==> src/rtl/core/lgts_pkg.sv <==
// shared types, widths and codes of the level gibbs token sampler
// no dependencies; compiled first
package lgts_pkg;

	localparam int LEVELS_DEF     = 3;
	localparam int TOPICS_DEF     = 256;
	localparam int VOCAB_SIZE_DEF = 4096;
	localparam int COUNT_BITS_DEF = 20;

	localparam int CMD_BITS       = 2;
	localparam int LEVEL_BITS     = 2;
	localparam int TOPIC_BITS     = 8;
	localparam int WORD_BITS      = 12;
	localparam int RAND_BITS      = 32;

	localparam int FRAC_BITS      = 16;
	localparam int DOC_BITS       = 16;
	localparam int TOTAL_BITS     = 28;
	localparam int PRIOR_BITS     = 24;
	localparam int VOCAB_REG_BITS = 13;
	localparam int A_BITS         = DOC_BITS + FRAC_BITS + 1;
	localparam int BV_BITS        = PRIOR_BITS + VOCAB_REG_BITS;
	localparam int D_BITS         = TOTAL_BITS + FRAC_BITS + 1;
	localparam int WEIGHT_BITS    = 40;
	localparam int SUM_BITS       = WEIGHT_BITS + 2;
	localparam int PRIOR_REGS     = 3;

	localparam int CFG_INDEX_BITS = 3;
	localparam int CFG_DATA_BITS  = 24;

	localparam logic [CFG_INDEX_BITS-1:0] CFG_ALPHA0 = 3'd0;
	localparam logic [CFG_INDEX_BITS-1:0] CFG_ALPHA2 = 3'd2;
	localparam logic [CFG_INDEX_BITS-1:0] CFG_BETA0  = 3'd3;
	localparam logic [CFG_INDEX_BITS-1:0] CFG_BETA2  = 3'd5;
	localparam logic [CFG_INDEX_BITS-1:0] CFG_VOCAB  = 3'd6;

	localparam logic [PRIOR_BITS-1:0]     ALPHA_RESET = 24'd65536;
	localparam logic [PRIOR_BITS-1:0]     BETA_RESET  = 24'd6554;
	localparam logic [VOCAB_REG_BITS-1:0] VOCAB_RESET = 13'd4096;

	typedef enum logic [CMD_BITS-1:0] {
		CMD_SET_PATH    = 2'd0,
		CMD_COUNT_LEVEL = 2'd1,
		CMD_ADJUST      = 2'd2,
		CMD_SAMPLE      = 2'd3
	} cmd_t;

	typedef struct packed {
		cmd_t                  command;
		logic [LEVEL_BITS-1:0] level;
		logic [TOPIC_BITS-1:0] topic_id;
		logic [WORD_BITS-1:0]  word_id;
		logic                  increment;
		logic [RAND_BITS-1:0]  random_fraction;
	} req_item_t;

	typedef struct packed {
		logic [LEVEL_BITS-1:0] new_level;
		logic                  sampled;
		logic                  count_error;
	} rsp_item_t;

endpackage

==> src/rtl/core/lgts_weight.sv <==
// level weight unit: floor(a * b / d) saturated to 40 bits, d = total * 2^16 + beta * vocab
// four partial products, then one quotient bit per cycle; depends on lgts_pkg
module lgts_weight #(
	parameter int COUNT_BITS = lgts_pkg::COUNT_BITS_DEF
) (
	input  logic                                  clk,
	input  logic                                  arst_n,
	input  logic                                  start,
	input  logic [lgts_pkg::A_BITS-1:0]           a,
	input  logic [COUNT_BITS+lgts_pkg::FRAC_BITS:0] b,
	input  logic [lgts_pkg::TOTAL_BITS-1:0]       total,
	input  logic [lgts_pkg::PRIOR_BITS-1:0]       beta,
	input  logic [lgts_pkg::VOCAB_REG_BITS-1:0]   vocab,
	output logic                                  done,
	output logic [lgts_pkg::WEIGHT_BITS-1:0]      weight
);
	import lgts_pkg::*;

	localparam int BW  = COUNT_BITS + FRAC_BITS + 1;
	localparam int PW  = A_BITS + BW;
	localparam int AL  = (A_BITS + 1) / 2;
	localparam int BL  = (BW + 1) / 2;
	localparam int PPW = AL + BL;
	localparam int DW  = D_BITS;
	localparam int CW  = $clog2(WEIGHT_BITS);

	typedef enum logic [5:0] {
		W_IDLE = 6'b000001,
		W_MUL  = 6'b000010,
		W_PREP = 6'b000100,
		W_CHK  = 6'b001000,
		W_DIV  = 6'b010000,
		W_DONE = 6'b100000
	} wstate_t;

	wstate_t                 state_q;
	logic [A_BITS-1:0]       a_q;
	logic [BW-1:0]           b_q;
	logic [TOTAL_BITS-1:0]   total_q;
	logic [PRIOR_BITS-1:0]   beta_q;
	logic [VOCAB_REG_BITS-1:0] vocab_q;
	logic [1:0]              k_q;
	logic [PW-1:0]           acc_q;
	logic [BV_BITS-1:0]      bv_q;
	logic [DW-1:0]           d_q;
	logic [DW-1:0]           rem_q;
	logic [WEIGHT_BITS-1:0]  low_q;
	logic [WEIGHT_BITS-1:0]  q_q;
	logic [CW-1:0]           cnt_q;

	logic [AL-1:0]  a_part;
	logic [BL-1:0]  b_part;
	logic [PPW-1:0] pp;
	logic [PW-1:0]  pp_sh;
	logic [DW-1:0]  acc_hi;
	logic [DW:0]    rem_sh;
	logic           ge;
	logic [DW:0]    rem_nx;

	always_comb begin
		a_part = k_q[0] ? AL'(a_q[A_BITS-1:AL]) : a_q[AL-1:0];
		b_part = k_q[1] ? BL'(b_q[BW-1:BL]) : b_q[BL-1:0];
		pp     = PPW'(a_part) * PPW'(b_part);
		pp_sh  = (PW'(pp) << (k_q[0] ? AL : 0)) << (k_q[1] ? BL : 0);
		acc_hi = DW'(acc_q[PW-1:WEIGHT_BITS]);
		rem_sh = {rem_q, low_q[WEIGHT_BITS-1]};
		ge     = rem_sh >= (DW+1)'(d_q);
		rem_nx = ge ? rem_sh - (DW+1)'(d_q) : rem_sh;
	end

	always_ff @(posedge clk or negedge arst_n) begin
		if (!arst_n) begin
			state_q <= W_IDLE;
			k_q     <= '0;
			cnt_q   <= '0;
		end else begin
			case (state_q)
				W_IDLE: begin
					if (start) begin
						a_q     <= a;
						b_q     <= b;
						total_q <= total;
						beta_q  <= beta;
						vocab_q <= vocab;
						acc_q   <= '0;
						k_q     <= '0;
						state_q <= W_MUL;
					end
				end
				W_MUL: begin
					acc_q <= acc_q + pp_sh;
					if (k_q == 2'd0) begin
						bv_q <= BV_BITS'(beta_q) * BV_BITS'(vocab_q);
					end
					k_q <= k_q + 2'd1;
					if (k_q == 2'd3) begin
						state_q <= W_PREP;
					end
				end
				W_PREP: begin
					d_q     <= DW'({total_q, {FRAC_BITS{1'b0}}}) + DW'(bv_q);
					state_q <= W_CHK;
				end
				W_CHK: begin
					rem_q <= acc_hi;
					low_q <= acc_q[WEIGHT_BITS-1:0];
					cnt_q <= '0;
					if (d_q == '0) begin
						q_q     <= '0;
						state_q <= W_DONE;
					end else if (acc_hi >= d_q) begin
						q_q     <= '1;
						state_q <= W_DONE;
					end else begin
						q_q     <= '0;
						state_q <= W_DIV;
					end
				end
				W_DIV: begin
					rem_q <= DW'(rem_nx);
					low_q <= {low_q[WEIGHT_BITS-2:0], 1'b0};
					q_q   <= {q_q[WEIGHT_BITS-2:0], ge};
					cnt_q <= cnt_q + 1'b1;
					if (cnt_q == CW'(WEIGHT_BITS - 1)) begin
						state_q <= W_DONE;
					end
				end
				W_DONE: begin
					state_q <= W_IDLE;
				end
				default: begin
					state_q <= W_IDLE;
				end
			endcase
		end
	end

	assign done   = (state_q == W_DONE);
	assign weight = q_q;

endmodule

==> config.mk <==
export PLATFORM = sky130hd
export DESIGN_NAME = lgts_weight
export DESIGN_NICKNAME = d
export VERILOG_FILES = /design/src/rtl/core/lgts_pkg.sv /design/src/rtl/core/lgts_weight.sv
export SDC_FILE = /design/constraint.sdc
export NUM_CORES = 2
export LEC_CHECK = 0
export BUFFER_PORTS_ARGS = -buffer_cell sky130_fd_sc_hd__buf_2
export CAP_MARGIN = 10
export CORE_ASPECT_RATIO = 0.75
export CORE_MARGIN = 8
export CORE_UTILIZATION = 55
export DETAILED_ROUTE_END_ITERATION = 7
export MAX_ROUTING_LAYER = met4
export PLACE_DENSITY = 0.72
export SYNTH_ARGS = -nofsm -noshare
export SYNTH_HDL_FRONTEND = slang
export SYNTH_SLANG_ARGS = --single-unit
export TNS_END_PERCENT = 10
==> constraint.sdc <==
create_clock -name clk -period 27.6 [get_ports clk]
set_clock_uncertainty 0.2 [all_clocks]
set_input_delay 1.38 -clock clk [delete_from_list [all_inputs] [get_ports clk]]
set_output_delay 1.38 -clock clk [all_outputs]
set_load 0.1 [all_outputs]
**Word-level counts from Yosys, hierarchy flattened**

Index checks and enable logic that the tools add are counted.

- Output and inout bits: 41
- Logic and storage cells: 68
- Flip-flop bits (word level): 426
- Input port bits: 138

- Multipliers: 2
- Reduce and logical (&&, ||, !) cells: 11
- Muxes and demuxes: 21
- Shifts and indexed selects: 2
- $lt $le $gt $ge: 2
- $add $sub $neg: 5
- Equality and inequality tests: 11

Operators by type and width:

| kind | number |
|---|---|
| $pmux 40 s2 | 2 |
| $pmux 70 s2 | 1 |
| $pmux 45 s2 | 1 |
| $mux 40 | 2 |
| $add 70x70->70 | 1 |
| $mux 70 | 1 |
| $shl 36x5->70 | 1 |
| $shl 70x5->70 | 1 |
| $ge 46x45->1 | 1 |
| $add 44x37->45 | 1 |
| $ge 30x45->1 | 1 |
| $logic_not 45->1 | 1 |
| $mux 45 | 1 |
| $sub 45x45->45 | 1 |
| $mul 24x13->37 | 1 |
| $mul 17x19->36 | 1 |
| $mux 6 | 5 |
| $pmux 6 s5 | 1 |
| $mux 19 | 1 |
| $mux 17 | 1 |
| $eq 6x6->1 const B | 2 |
| $pmux 6 s2 | 1 |
| $reduce_and 3->1 | 4 |
| $mux 5 | 2 |
| other kinds (14) | 19 |

**Depth between registers and ports, before layout**

- Word-level depth: 6
- Gate-level depth with buffers: 41
- Depth with buffers taken out: 38

**Worst setup path before layout**

Ideal clock, no wire load.

- Path type: register to register
- Start point: register k_q[1]
- End point: register acc_q[66], data pin
- Cell stages (with the launch flop): 40
- Setup slack: 17923 ps
- Buffers on the path: 4
- Period minus slack after synthesis: 9677 ps
- Data required time: 27146 ps
- Arrival: 9223 ps
- Setup time: 254 ps
- Cells stage by stage: dfrtp_1 -> clkbuf_1 -> buf_1 -> mux2i_1 -> clkbuf_1 -> nor2_1 -> fa_1 -> inv_1 -> fa_1 -> inv_1 -> fa_1 -> fa_1 -> fa_1 -> inv_1 -> fa_1 -> inv_1 -> ha_1 -> a21o_1 -> [... 4 more ...] -> o21a_1 -> o21ai_1 -> a221o_1 -> a21oi_1 -> xnor2_1 -> a21o_1 -> ha_1 -> clkbuf_1 -> a21o_1 -> a21o_1 -> a21oi_1 -> nand4_1 -> o21a_1 -> a31oi_1 -> o21ai_1 -> a311oi_1 -> xor2_1 -> nor2_1

- Cells in the longest elaborated chain, start to end: 6
- Elaborated cells between the ends (all ways): 7
- Classes of those cells: add/sub (1); mul (1); shift (2); mux (3)

RTL lines:

| item | line | source |
|---|---|---|
| start: declaration | lgts_weight.sv:42 | `logic [1:0] k_q;` |
| start signal: assignment | lgts_weight.sv:95 | `k_q <= k_q + 2'd1;` |
| $mux 19 | lgts_weight.sv:62 | `b_part = k_q[1] ? BL'(b_q[BW-1:BL]) : b_q[BL-1:0];` |
| $mul 17x19->36 | lgts_weight.sv:63 | `pp = PPW'(a_part) * PPW'(b_part);` |
| $shl 36x5->70 | lgts_weight.sv:64 | `pp_sh = (PW'(pp) << (k_q[0] ? AL : 0)) << (k_q[1] ? BL : 0);` |
| $shl 70x5->70 (*) | lgts_weight.sv:64 |  |
| $add 70x70->70 (*) | lgts_weight.sv:91 | `acc_q <= acc_q + pp_sh;` |
| $pmux 70 s2 (*) | lgts_weight.sv:77 | `case (state_q)` |
| end signal: assignment | lgts_weight.sv:91 |  |
| end: declaration | lgts_weight.sv:43 | `logic [PW-1:0] acc_q;` |

Every way passes the cells marked *; elsewhere a longest branch is shown, timed or not.
A chain may end at the register's enable or synchronous reset.

**Worst setup path after layout**

- Start point: register k_q[0]
- End point: register acc_q[55], data pin

- Cells in the longest elaborated chain, start to end: 6
- Elaborated cells between the ends (all ways): 7
- Classes of those cells: add/sub (1); mul (1); shift (2); mux (3)

RTL lines:

| item | line | source |
|---|---|---|
| $mux 17 | lgts_weight.sv:61 | `a_part = k_q[0] ? AL'(a_q[A_BITS-1:AL]) : a_q[AL-1:0];` |
| $mul 17x19->36 | lgts_weight.sv:63 |  |
| $shl 36x5->70 (*) | lgts_weight.sv:64 |  |
| $shl 70x5->70 (*) | lgts_weight.sv:64 |  |
| $add 70x70->70 (*) | lgts_weight.sv:91 |  |
| $pmux 70 s2 (*) | lgts_weight.sv:77 |  |

Marked as above.

==> summary.txt <==
Routing
  • Pre-antenna DRT Iters: 6
  • DR vias/cell: 5.77
  • Antenna Violating Nets Remaining: 0
  • Initial drt markers: 3387
  • Final WL: 116000 um
  • WL/cell: 19.8 um
  • Via Count: 33.7k
  • DRC viols: 0

Yosys
  • Synth Register Bits: 426
  • Top FF cell, synth: edfxtp_1
  • Yosys warns: 0
  • Synth top area share: 0.276
  • Cell variety after synth: 98
  • Mapped Area: 0.0447 sq mm
  • Sequential fraction of the synthesis area: 0.284
  • Post-synthesis average cell area: 9.55 sq um
  • Area leader, netlist: edfxtp_1
  • Top cells by area, synth: edfxtp_1 (28%), fa_1 (22%), ha_1 (10%), nand2_1 (6.7%), inv_1 (5.2%)
  • Post-Syn Instances: 4686
  • Ys async rst share: 0.0329
  • Synthesized Nets: 5683
  • EDFF count, synth: 412

Critical path
  • Max stage delay on crit path: 1.09 ns
  • CP startpoint kind: register
  • Delay-heaviest family, CP: adder cells
  • Kind of critical path: register to register
  • Buffers & Inverters on Critical Path: 5
  • CP endpoint kind: register
  • CP max stage cell: mux2i_1
  • CP Data Arrival Time: 11.36 ns
  • Worst path most repeated cell: fa_1
  • Stages on worst setup path: 36
  • Highest net fanout along the worst path: 58
  • Reg2reg path depth: 36
  • WP data required: 27.76 ns
  • Flop-to-flop setup slack: 16.40 ns

Layout
  • Design area: 0.0478 sq mm
  • Share of cells above drive strength 1: 0.0757
  • Nets@finish: 5745
  • Final non-filler cell total: 5842
  • Synth-to-Final Area Change: 6.91%

Floorplanning
  • Initial Utilization: 0.556
  • Die Wd: 345 um
  • Die area: 0.0908 sq mm
  • Die Y: 263 um
  • Core area: 0.0805 sq mm
  • IO Count: 179
  • FP Rows: 90

Outcome
  • Outcome: complete, no violations

Place
  • Placer Congestion: 0.979
  • Placed cells: 5758
  • HPWL after DPL: 91100 um
  • Port Buf Inserts: 178
  • Placed Area: 0.0463 sq mm

Clock tree
  • CTS Hold Bufs: 0
  • # resized after CTS: 0
  • CTS max path bufs: 3
  • Num CTS Buffers: 46
  • Postcts setup bufs: 0
  • Clk sinks: 426
  • CTS tree: built
  • Clock Latency Late Sink: 0.63 ns
  • Clk pin slew, worst setup/hold paths: 0.07 ns
  • Clk root buf: clkbuf_16
  • H-tree depth: 2

Timing
  • Slew HR: 0.145
  • Post-route setup TNS: 0 ns
  • Min Tclk post-route: 11.20 ns
  • RSZ-0062 raised after global routing: no
  • Final period util: 0.406
  • Setup violators final: 0
  • Final Max Tran Viols: 0
  • Fin. Hold Viols: 0
  • Peak Freq: 0.0893 GHz
  • Slew @ Worst Pin: 1.25 ns

Global routing
  • First-pass GRT wire length: 182000 um
  • Largest net degree at the start of global routing: 98
  • Antenna violations before repair: 3
  • Vias in the first global route: 32.7k
  • GRT Resource Usage Total: 0.255
  • GRT overflow: 0

Flow run
  • Max-cap violation count: 0

Min path
  • Worst hold stages: 0
  • Hold Path Class: register to register
## per-stage QoR
stage               worst slack [ns]  hold slack, ns  utilization
finish                         16.40           0.216        0.594
global route                   16.02           0.227        0.594
CTS                            16.58           0.214        0.594
detailed placement             16.60           0.205        0.576
global placement               16.85           0.201        0.576
floorplan                      17.92           0.200            -
## routing by layer
metal	share of wire	up-vias	GRT usage
li1	-	15600	-
met4	0.016	0	0.0457
met3	0.11	117	0.0661
met1	0.48	16400	0.389
met2	0.40	1543	0.341
met5	0	-	-
## Yosys cell counts, drive strengths merged (5+ instances only)
| master | instances |
|---|---|
| inv | 623 |
| nand4 | 51 |
| ha | 360 |
| xor2 | 75 |
| dfrtp | 13 |
| nor3 | 39 |
| a21oi | 215 |
| nor3b | 5 |
| fa | 499 |
| and3 | 28 |
| nor2 | 365 |
| clkbuf | 157 |
| o21ai | 179 |
| nor2b | 28 |
| o21bai | 30 |
| nand2b | 32 |
| o211ai | 9 |
| a21boi | 9 |
| o221ai | 5 |
| or3 | 12 |
| a21o | 120 |
| and4 | 6 |
| and2 | 126 |
| a22o | 8 |
| nand2 | 799 |
| xnor2 | 106 |
| nor4 | 14 |
| o21a | 28 |
| mux2 | 36 |
| nand3 | 45 |
| or2 | 7 |
| mux2i | 67 |
| o22ai | 19 |
| buf | 27 |
| a311oi | 7 |
| a31o | 5 |
| edfxtp | 412 |
| a31oi | 26 |
| a211oi | 22 |
| o2bb2ai | 6 |
| a211o | 5 |
| o31ai | 9 |
## path summary, 6_finish.rpt
path | from | endpoint
worst max-delay path | k_q[0] | acc_q[55]
worst min-delay path | bv_q[13] | d_q[13]
worst max register to register | k_q[0] | acc_q[55]
worst min register to register | bv_q[13] | d_q[13]
max in group asynchronous | arst_n | k_q[0]
min in group asynchronous | arst_n | cnt_q[4]
## registers in the layout, indices dropped and copies added (netlist names)
name     flops
weight      40
d_q         45
bv_q        37
low_q       40
state_q      6
b_q         37
total_q     28
acc_q       70
rem_q       45
beta_q      24
cnt_q        6
a_q         33
vocab_q     13
k_q          2
## cells in the final DEF, fill, tap and decap left out, types with 45 or more instances in the layout
cell type,instances
nand4_1,50
xnor2_1,106
fa_1,499
buf_2,178
nand2_1,798
a21o_1,118
xor2_1,75
ha_1,360
a21oi_1,213
nor2_1,359
o21ai_0,150
nand3_1,45
inv_1,622
and2_1,125
edfxtp_1,412
mux2i_1,67
clkbuf_16,46
## cells by family (layout without fill, tap and decap cells)
kind of cell | count (synthesis) | count (layout) | share of synthesized area
XOR/XNOR | 181 | 181 | 0.0354
AND/OR/NAND/NOR | 1567 | 1567 | 0.154
flip-flops | 426 | 426 | 0.284
buffers and inverters | 809 | 904 | 0.0708
adder cells (fa/ha/maj) | 859 | 859 | 0.324
multiplexers | 103 | 103 | 0.0240
AO/OA/AOI/OAI | 741 | 741 | 0.108
other | 0 | 3 | 0
## final cells by class
| cell class | instances | area [sq um] |
|---|---|---|
| repair buffers | 200 | 1060 |
| diodes | 3 | 7.51 |
| fillers | 6882 | 32700 |
| clock inverters | 27 | 305 |
| clock buffers | 54 | 1180 |
| multi-input cells | 3451 | 28900 |
| inverters | 623 | 2340 |
| well taps | 1058 | 1320 |
| flip-flops and latches | 426 | 12700 |
Power is not shown: default switching activity piles up to over one toggle a cycle in this logic, so the estimate is an artifact.
